`config.mk`:
```
export PLATFORM = sky130hd
export DESIGN_NAME = ncc_ram
export DESIGN_NICKNAME = d
export VERILOG_FILES = /design/src/hw/rtl/ncc_ram.sv
export SDC_FILE = /design/constraint.sdc
export NUM_CORES = 1
export LEC_CHECK = 0
export ABC_AREA = 1
export BUFFER_PORTS_ARGS = -buffer_cell sky130_fd_sc_hd__clkbuf_2
export CORE_MARGIN = 4
export CORE_UTILIZATION = 30
export CTS_BUF_LIST = sky130_fd_sc_hd__clkbuf_16
export DETAILED_ROUTE_END_ITERATION = 12
export GPL_ROUTABILITY_DRIVEN = 1
export GPL_TIMING_DRIVEN = 0
export SYNTH_ARGS = -nofsm -noshare
export SYNTH_HDL_FRONTEND = slang
export SYNTH_SLANG_ARGS = --single-unit
```
`constraint.sdc`:
```
create_clock -name clk_i -period 2.8 [get_ports clk_i]
set_input_delay 0.56 -clock clk_i [delete_from_list [all_inputs] [get_ports clk_i]]
set_output_delay 0.56 -clock clk_i [all_outputs]
set_load 0.02 [all_outputs]
```
`src/hw/rtl/ncc_ram.sv`:
```
// ============================================================================
// ncc_ram
// Generic single-write, single-read RAM with registered read data.
// ============================================================================
`default_nettype none

module ncc_ram #(
  parameter int WIDTH = 32,
  parameter int DEPTH = 16,
  localparam int AW = (DEPTH > 1) ? $clog2(DEPTH) : 1
) (
  input  wire logic             clk_i,
  input  wire logic             we_i,
  input  wire logic [AW-1:0]    waddr_i,
  input  wire logic [WIDTH-1:0] wdata_i,
  input  wire logic             re_i,
  input  wire logic [AW-1:0]    raddr_i,
  output logic      [WIDTH-1:0] rdata_o
);

  logic [WIDTH-1:0] mem [DEPTH];

  always_ff @(posedge clk_i) begin
    if (we_i) begin
      mem[waddr_i] <= wdata_i;
    end
    if (re_i) begin
      rdata_o <= mem[raddr_i];
    end
  end

endmodule

`default_nettype wire

```
# Word-level counts from Yosys, hierarchy flattened
# Memories as Yosys holds them, arrays and structs flattened. A register that Yosys moved wholly into a read port is not among the register bits.
# Index checks and enable logic that the tools add are counted.
# Widths: inputs -> output; s select.
# word_totals
regBits	0
mem_bits_rw	512
out_inout_bits	32
n_memories	1
# mem_list
name	words	word_bits	rd	rd_ports_with_merged_regs	wr	line	text
mem	16	32	1	1	1	21	logic [WIDTH-1:0] mem [DEPTH];
# classes
muxes	2
# op_table
operator	n
$mux 1	2

# Logic depth before layout (Yosys ltp)
# Gate-level depths: netlist of the first run.
# logic_depth
ltp_word	2
ltp_mapped	10
mapped_depth_nobuf	7

# Worst setup path after synthesis of the first run
# No wires, ideal clock.
# synth_timing
path_kind	input-to-reg
from	input port waddr_i[2]
to	memory mem[10][0] (enable)
setup_ns	0.421
t_arrival_ns	2.132
t_required_ns	2.379
path_slack_ns	0.247
stages	2
path_buffers	0
path_cell_list	nand3b_1 nor2_1
# synth_lines
element	line	text
start: declaration	14	input wire logic [AW-1:0] waddr_i,
end: declaration	21	
# No word-level cell before the write port.

==> flow_metrics.py, run 1 <==
metrics = {
    "timing": {
        "grt_setup_unrepaired": "false",
        "tightest_slew_ps": 1090,
        "finClkSkew_ps": 27.9,
        "setup_viol": 0,
        "fmax_mhz": 540,
        "setup_slack_ps": 948,
        "drv_slew": 0,
        "slew_headroom_pct": 27.6,
        "fin_crit_sh_pct": 66.2,
        "fin_crit_ps": 1850,
        "finalHoldViolations": 0,
        "finalSetupTns_ps": 0,
    },
    "final_layout": {
        "drive_gt1_share_pct": 11.2,
        "final_cell_mix": "nand2_1, edfxtp_1, inv_1",
        "mostFrequentLayoutCell": "nand2_1",
        "fillers": 7486,
        "final_area_um2": 26800,
        "areaGrowthSynthToFinish_pct": 16.4,
        "nets": 2307,
    },
    "route": {
        "route.antenna.remaining_nets": 0,
        "first_pass_iters": 6,
        "vias_per_cell": 4.52,
        "wl_mm": 63.9,
        "drtIter0Drc": 1588,
        "num_vias": 15100,
        "wire_per_inst_um": 19.2,
        "drc": 0,
    },
    "die": {
        "ios": 75,
        "start_util_pct": 30.3,
        "die_w_um": 285,
        "dieArea_um2": 81300,
        "core_area_um2": 76100,
        "die_y_um": 285,
        "fp-row-count": 101,
    },
    "synthesis": {
        "syn_inst": 2120,
        "ys_seq_elements": 544,
        "yosysWarnings": 0,
        "synthDistinctLibCells": 14,
        "syn-num-nets": 2163,
        "yosysSeqAreaShare_pct": 70.9,
        "avgSynthCellArea_um2": 10.9,
        "syn_area_um2": 23100,
    },
    "worst_setup_path": {
        "slowest_delay_ps": 630,
        "worstPathArrival_ps": 2200,
        "crit_family": "buffers and inverters",
        "crit_type": "input pin to flip-flop",
        "cp_common_cell": "nand3_1",
        "crit_path_cell_trace": "clkbuf_2 > buf_2 > clkbuf_1 > nand3_1 > nand3_1 > nand2_1",
        "path_buf_inv": 3,
        "required_ps": 3150,
        "start_kind": "input pin",
        "endpoint_kind": "flip-flop",
        "crit_slowest_cell": "clkbuf_1",
        "cp_max_fo": 10,
    },
    "placement": {
        "io_buffers": 72,
        "postPlaceCellArea_um2": 25200,
        "hpwl_mm": 41.3,
        "post-place-ws_ps": 328,
        "gp_congestion": 0.789,
    },
    "clock_network": {
        "cts_tree": "yes",
        "post_cts_resized": 0,
        "clock_path_buffers": 3,
        "htree_levels": 2,
        "clkLatencyLatePin_ps": 630,
        "clkSinkCount": 544,
        "cts_hold_buf": 0,
        "cts_setup_buffers": 0,
        "clockRootBuffer": "clkbuf_16",
        "cts_buffers": 54,
        "clk_pin_slew_ps": 60,
    },
    "worst_hold_path": {
        "hp-class": "input pin to flip-flop",
    },
    "pwr": {
        "power_leakage_nw": 11.2,
        "peakVddDrop_uv": 484,
        "powerDensity_nw_per_um2": 650,
    },
    "global_routing": {
        "grt_pass1_wl_mm": 93.5,
        "grt_pass1_vias": 14100,
        "grt_max_degree": 33,
        "gr-usage-all-layers_pct": 15.5,
        "overflow": 0,
        "antenna_found_initial": 4,
    },
    "outcome": {
        "status": "finished, final reports clean",
    },
    "run": {
        "drv_cap": 0,
    },
}
[final cells by class]
| class | instances | area (um^2) | area share (%) |
|---|---|---|---|
| flip-flops and latches | 544 | 16300 | 60.9 |
| multi-input cells | 1081 | 4670 | 17.4 |
| inverters | 390 | 1470 | 5.46 |
| clock buffers | 54 | 1350 | 5.03 |
| well taps | 1030 | 1290 | 4.80 |
| plain buffers | 105 | 702 | 2.62 |
| repair buffers | 88 | 696 | 2.59 |
| clock inverters | 44 | 333 | 1.24 |
| diodes | 1 | 2.50 | 0.00932 |
[path summary, 6_finish.rpt]
path / startpoint / endpoint / slack, ps / cells past startpoint
worst max-delay path: raddr_i[2] / rdata_o[13] / 950 / 6
worst min-delay path: wdata_i[24] / mem[1][24] / 350 / 1
worst max register to register: mem[9][17] / rdata_o[17] / 1560 / 6
worst min register to register: mem[11][23] / rdata_o[23] / 750 / 6
[synth_stat cells]
cell      instances  area (um^2)
nand3b_1          2         15.0
inv_1           388         1460
nand3_1         385         1930
buf_1            14         52.6
inv_4             1         6.26
inv_2             1         3.75
buf_12            1         20.0
edfxtp_1        544        16300
buf_2            41          205
buf_6            29          327
buf_4             6         45.0
clkbuf_1         14         52.6
nand2_1         677         2540
nor2_1           17         63.8
[state kept, by name, summed over array words and instances, names as in the netlist]
signal,cells
mem,512
rdata_o,32
[through the flow]
stage / instances / hold slack, ps / power, mW / utilization, %
finish: 3337 / 346 / 17.4 / 35.3
global route: 3336 / 370 / 18.0 / 35.3
CTS: 3336 / 315 / 17.5 / 35.3
detailed placement: 3238 / 743 / 10.6 / 33.1
global placement: 3222 / 746 / 10.6 / 32.5
floorplan: 2120 / 659 / 10.1 / -
[per-layer routing]
metal  up-vias  share of wire, %  track usage (%)  routed length (um)
met5         -             0.033                0                  21
li1       7172                 -                -                   -
met4         4               2.7             4.65                1700
met1      7205                42             20.9               27100
met3       111               8.4             3.17                5400
met2       578                46             25.2               29700
[cell families (layout without fill, tap and decap cells)]
logic type / count (synthesis) / count (layout) / share of synthesized area [%]
AND/OR/NAND/NOR: 1081 / 1081 / 19.7
flip-flops: 544 / 544 / 70.9
buffers and inverters: 495 / 681 / 9.41
other: 0 / 1 / 0
[power by group]
part	internal (mW)	switching [mW]	total, mW
Combinational	0.338	0.910	1.25
Sequential	9.17	0.0411	9.21
Clock	3.88	3.11	6.98
Note: power is estimated with default switching activity, not from simulation.
==> inputs of run 2 (changes only) <==
--- a/config.mk
+++ b/config.mk
@@ -5,7 +5,7 @@
 export SDC_FILE = /design/constraint.sdc
 export NUM_CORES = 1
 export LEC_CHECK = 0
-export ABC_AREA = 1
+export ABC_AREA = 0
 export BUFFER_PORTS_ARGS = -buffer_cell sky130_fd_sc_hd__clkbuf_2
 export CORE_MARGIN = 4
 export CORE_UTILIZATION = 30
==> constraint.sdc (replaced) <==
create_clock -name clk_i -period 1.6 [get_ports clk_i]
set_input_delay 0.32 -clock clk_i [delete_from_list [all_inputs] [get_ports clk_i]]
set_output_delay 0.32 -clock clk_i [all_outputs]
set_load 0.02 [all_outputs]
==> flow_metrics.py, run 2 <==
metrics = {
    "outcome": {
        "status": "finished with violations",
        "violations": "negative setup slack",
    },
    "worst_setup_path": {
        "worstPathArrival_ps": 1970,
        "crit_slowest_cell": "nor2_4",
        "slowest_delay_ps": 1130,
        "timing.rr.start": "mem[3][31]",
        "required_ps": 1800,
        "rr_worst_depth": 3,
        "path_buf_inv": 1,
        "endpoint_kind": "flip-flop",
        "crit_type": "input pin to flip-flop",
        "crit_path_cell_trace": "buf_8 > nand3b_1 > nor2_4",
        "reg2reg_to": "rdata_o[31]",
        "timing.reg2reg.setup_slack_ps": 80,
        "cp_max_fo": 32,
        "crit_family": "simple AND/OR/NAND/NOR gates",
        "start_kind": "input pin",
    },
    "clock_network": {
        "clock_path_buffers": 3,
        "cts_tree": "yes",
        "htree_levels": 2,
        "clkLatencyLatePin_ps": 590,
        "clockRootBuffer": "clkbuf_16",
        "clk_pin_slew_ps": 60,
        "clkSinkCount": 544,
        "cts_buffers": 52,
        "cts_hold_buf": 0,
    },
    "timing": {
        "finalHoldViolations": 0,
        "tightest_slew_ps": 1360,
        "setup_viol": 192,
        "setup_slack_ps": -176,
        "drv_slew": 0,
        "fmax_mhz": 563,
        "finClkSkew_ps": 16.2,
        "whs_ps": 126,
        "grt_setup_unrepaired": "true",
        "slew_headroom_pct": 8.96,
        "fin_crit_sh_pct": 111,
        "fin_crit_ps": 1780,
    },
    "synthesis": {
        "syn_area_um2": 20200,
        "synthArstFlopShare_pct": 0,
        "synth_common_cells": "edfxtp_1, mux4_2, a22oi_1",
        "syn_inst": 838,
        "yosysWarnings": 0,
        "synth_edf_count": 544,
        "syn-num-nets": 881,
        "ys_seq_elements": 544,
        "synth_flop_cell": "edfxtp_1",
        "yosysSeqAreaShare_pct": 81.0,
        "avgSynthCellArea_um2": 24.1,
        "yosys.cell_count.top_type": "edfxtp_1",
        "synthTopCellsByArea": "edfxtp_1, mux4_2, a22oi_1",
        "synth_area_leader_cell": "edfxtp_1",
        "synthDistinctLibCells": 17,
        "yosys.area.top_type_share_pct": 81.0,
    },
    "die": {
        "dieArea_um2": 71500,
        "core_area_um2": 66200,
        "ios": 75,
        "die_y_um": 267,
        "fp-row-count": 94,
        "start_util_pct": 30.5,
        "die_w_um": 267,
    },
    "global_routing": {
        "grt_pass1_wl_mm": 66.0,
        "grt_pass1_vias": 9737,
        "grt_max_degree": 33,
        "overflow": 0,
        "gr-usage-all-layers_pct": 12.7,
        "antenna_found_initial": 1,
    },
    "route": {
        "wl_mm": 45.1,
        "vias_per_cell": 4.83,
        "first_pass_iters": 5,
        "num_vias": 9130,
        "drc": 0,
        "drtIter0Drc": 781,
        "wire_per_inst_um": 23.8,
        "route.antenna.remaining_nets": 0,
    },
    "pwr": {
        "powerDensity_nw_per_um2": 1260,
        "intPower_mw": 24.0,
        "p_sw_mw": 6.14,
        "peakVddDrop_uv": 909,
        "power_leakage_nw": 7.64,
        "combPwrFrac_pct": 5.2,
        "clkPwrFrac_pct": 41.3,
        "finalPower_mw": 30.2,
        "switching_share_pct": 20.3,
        "power_frac_seq_pct": 53.4,
    },
    "final_layout": {
        "diodes": 0,
        "final_util_pct": 36.3,
        "final_cell_mix": "edfxtp_1, mux4_2, clkbuf_2",
        "nets": 1028,
        "areaGrowthSynthToFinish_pct": 19.2,
        "reg_top3": "mem x512, rdata_o x32",
        "fillers": 5958,
        "regMostFlops": "mem",
        "drive_gt1_share_pct": 33.3,
        "final_area_um2": 24000,
        "largest_reg_flops": 512,
        "mostFrequentLayoutCell": "edfxtp_1",
    },
    "placement": {
        "postPlaceCellArea_um2": 22100,
        "io_buffers": 72,
        "hpwl_mm": 26.0,
        "gp_congestion": 0.691,
    },
    "run": {
        "drv_cap": 0,
    },
    "worst_hold_path": {
        "hp-class": "input pin to flip-flop",
        "hold_start": "wdata_i[13]",
        "hold_end": "mem[2][13]",
        "worstHoldPathCells": 1,
    },
}
==> run 2: per-stage QoR <==
| step | TNS [ps] | setup WS, ps | std cells |
|---|---|---|---|
| floorplan | -59260 | -429 | 838 |
| global placement | -510720 | -1540 | 1774 |
| detailed placement | -403680 | -958 | 1783 |
| CTS | -87580 | -302 | 1880 |
| global route | -38200 | -246 | 1892 |
| finish | -26280 | -176 | 1892 |
==> run 2: cells by family after synthesis <==
| group | after synthesis | share of synthesized area [%] |
|---|---|---|
| simple gates | 59 | 1.25 |
| flops | 544 | 81.0 |
| buf+inv | 43 | 1.10 |
| mux | 128 | 14.3 |
| compound gates | 64 | 2.38 |
==> run 2: area by class of cell <==
| type | count | area (um^2) | area share, % |
|---|---|---|---|
| well taps | 864 | 1080 | 4.50 |
| clock inverters | 43 | 397 | 1.65 |
| flip-flops and latches | 544 | 16300 | 68.0 |
| plain buffers | 43 | 350 | 1.46 |
| multi-input cells | 251 | 3780 | 15.7 |
| clock buffers | 54 | 1350 | 5.62 |
| repair buffers | 93 | 746 | 3.10 |
==> run 2: routing by layer <==
layer | routed length [um] | up-vias | track usage (%)
met3 | 2530 | 58 | 2.98
met5 | 7 | - | 0
li1 | - | 3907 | -
met2 | 22800 | 232 | 21.3
met4 | 882 | 2 | 3.01
met1 | 18800 | 4931 | 16.8
==> run 2: worst max path at each step <==
stage	from	end	cells past startpoint
after global placement	waddr_i[2]	mem[8][18]	3
after global routing	waddr_i[3]	mem[7][15]	3
final	waddr_i[3]	mem[7][15]	3
after CTS	waddr_i[0]	mem[11][0]	3
after detailed placement	waddr_i[0]	mem[11][16]	3
after floorplan	waddr_i[2]	mem[0][0]	2
==> run 2: what timing repair did <==
item	in CTS	in global routing
resized for setup	2	12
pin swaps	1	7
endpoints found under the setup margin	388	253
setup buffers	0	6
==> run 2: power by group through the flow <==
stage | Clock, mW | Sequential (mW) | Combinational [mW]
2_1_floorplan | 0 | 16.5 | 0.828
3_3_place_gp | 0 | 16.4 | 1.54
3_5_place_dp | 0 | 16.4 | 1.59
4_1_cts | 12.8 | 16.1 | 1.60
5_1_grt | 13.4 | 16.2 | 1.71
6_report | 12.5 | 16.1 | 1.58
==> inputs of run 3 (changes only) <==
--- a/config.mk
+++ b/config.mk
@@ -5,10 +5,10 @@
 export SDC_FILE = /design/constraint.sdc
 export NUM_CORES = 1
 export LEC_CHECK = 0
-export ABC_AREA = 0
+export ABC_AREA = 1
 export BUFFER_PORTS_ARGS = -buffer_cell sky130_fd_sc_hd__clkbuf_2
 export CORE_MARGIN = 4
-export CORE_UTILIZATION = 30
+export CORE_UTILIZATION = 35
 export CTS_BUF_LIST = sky130_fd_sc_hd__clkbuf_16
 export DETAILED_ROUTE_END_ITERATION = 12
 export GPL_ROUTABILITY_DRIVEN = 1
==> flow_metrics.py, run 3 (same netlist as run 1, synthesis figures left out) <==
metrics = {
    "outcome": {
        "status": "finished, final reports clean",
    },
    "timing": {
        "finalHoldViolations": 0,
        "fmax_mhz": 633,
        "fin_crit_sh_pct": 98.7,
        "finalSetupTns_ps": 0,
        "grt_setup_unrepaired": "true",
        "setup_viol": 0,
        "slew_headroom_pct": 12.5,
        "fin_crit_ps": 1580,
        "finClkSkew_ps": 7.86,
        "tightest_slew_ps": 1310,
        "drv_slew": 0,
    },
    "worst_setup_path": {
        "reg2reg_to": "rdata_o[26]",
        "crit_family": "buffers and inverters",
        "rr_worst_depth": 6,
        "required_ps": 1940,
        "slowest_delay_ps": 790,
        "crit_slowest_cell": "buf_1",
        "start_kind": "input pin",
        "timing.rr.start": "mem[5][26]",
        "worstPathArrival_ps": 1920,
        "cp_max_fo": 10,
        "timing.reg2reg.setup_slack_ps": 390,
        "startpoint": "raddr_i[2]",
        "cp_common_cell": "nand3_1",
        "endpoint_kind": "flip-flop",
        "path_buf_inv": 3,
        "crit_path_cell_trace": "clkbuf_2 > inv_2 > buf_1 > nand3_1 > nand3_1 > nand2_1",
        "crit_type": "input pin to flip-flop",
        "path_depth": 6,
    },
    "placement": {
        "gp_congestion": 0.825,
        "hpwl_mm": 40.6,
        "io_buffers": 72,
        "dp_cells": 3061,
    },
    "clock_network": {
        "cts_buffers": 55,
        "cts_tree": "yes",
        "clkLatencyLatePin_ps": 590,
        "cts_setup_buffers": 0,
        "clock_path_buffers": 3,
        "htree_levels": 2,
        "clockRootBuffer": "clkbuf_16",
        "clkSinkCount": 544,
        "clk_pin_slew_ps": 60,
    },
    "route": {
        "vias_per_cell": 4.80,
        "first_pass_iters": 5,
        "route.antenna.remaining_nets": 0,
        "wl_mm": 62.9,
        "num_vias": 15100,
        "drtIter0Drc": 1436,
        "wire_per_inst_um": 19.9,
        "drc": 0,
    },
    "final_layout": {
        "largest_reg_flops": 512,
        "reg_top3": "mem x512, rdata_o x32",
        "regMostFlops": "mem",
        "mostFrequentLayoutCell": "nand2_1",
        "fillers": 6017,
        "nets": 2305,
        "drive_gt1_share_pct": 11.2,
        "instances_no_fill": 3156,
        "diodes": 0,
        "final_cell_mix": "nand2_1, edfxtp_1, inv_1",
        "areaGrowthSynthToFinish_pct": 15.8,
    },
    "die": {
        "start_util_pct": 35.6,
        "die_y_um": 265,
        "ios": 75,
        "die_w_um": 265,
        "core_area_um2": 64800,
        "fp-row-count": 93,
        "dieArea_um2": 70000,
    },
    "run": {
        "drv_cap": 0,
    },
    "worst_hold_path": {
        "hold_end": "mem[3][12]",
        "hp-class": "input pin to flip-flop",
        "hold_start": "wdata_i[12]",
        "worstHoldPathCells": 1,
    },
    "pwr": {
        "p_sw_mw": 6.92,
        "finalPower_mw": 31.1,
        "peakVddDrop_uv": 765,
        "power_leakage_nw": 11.3,
        "clkPwrFrac_pct": 41.1,
        "switching_share_pct": 22.3,
        "intPower_mw": 24.1,
        "powerDensity_nw_per_um2": 1160,
        "power_frac_seq_pct": 51.9,
        "combPwrFrac_pct": 7.0,
    },
    "global_routing": {
        "grt_pass1_vias": 14600,
        "gr-usage-all-layers_pct": 17.6,
        "grt_pass1_wl_mm": 92.9,
        "grt_max_degree": 33,
        "overflow": 0,
        "antenna_found_initial": 0,
    },
}
==> run 3: cell count changes in the layout (fill, tap and decap cells not counted), sizes merged, moves of 2 or more <==
cell,previous run,this run
nor3,4,0
a22oi,64,0
clkinvlp,0,2
clkbuf,142,144
nand2b,2,0
nand3,1,385
inv,11,402
nor2b,2,0
nor2,13,17
nand2,33,677
clkinv,24,18
buf,48,103
mux4,128,0
==> run 3: stage by stage <==
stage / util, % / hold slack (ps) / worst slack, ps / instance area, um^2
CTS: 41.2 / 111 / 29.3 / 26700
detailed placement: 38.4 / 735 / -719 / 24900
floorplan: - / 419 / -253 / 23100
global placement: 37.8 / 714 / -1400 / 24500
finish: 41.2 / 132 / 21.3 / 26700
global route: 41.2 / 147 / -44.3 / 26700
==> run 3: power by group through the flow <==
stage	combinational (mW)	clock, mW	sequential, mW
after floorplan	1.10	0	16.5
after global placement	2.08	0	16.4
after detailed placement	2.17	0	16.4
after CTS	2.19	13.0	16.1
after global routing	2.37	13.6	16.2
final	2.17	12.8	16.1
==> run 3: layout make-up <==
cell class | instances | area [um^2] | share of cell area, %
Buffer | 104 | 701 | 2.62
Clock buffer | 57 | 1430 | 5.34
Clock inverter | 39 | 348 | 1.30
Inverter | 390 | 1470 | 5.49
Multi-Input combinational cell | 1081 | 4680 | 17.5
Sequential cell | 544 | 16300 | 61.2
Tap cell | 855 | 1070 | 4.01
Timing Repair Buffer | 86 | 678 | 2.54
==> run 3: worst max-delay path by stage <==
stage	endpoint
6_report	rdata_o[31]
5_1_grt	mem[0][30]
4_1_cts	mem[0][31]
3_5_place_dp	mem[12][0]
3_3_place_gp	mem[8][30]
2_1_floorplan	mem[10][0]
==> run 3: repair_timing <==
| item | 4_1_cts | 5_1_grt |
|---|---|---|
| resized for setup | 3 | 6 |
| pin swaps | 1 | 2 |
| hold buffers | 0 | 0 |
| setup endpoints to repair | 64 | 53 |
==> run 3: routing by layer <==
layer,GRT usage [%],wire length [um],vias up
li1,-,-,7169
met3,2.95,4440,136
met1,23.2,26100,7241
met4,7.71,2680,0
met2,28.8,29600,594
met5,0,0,-
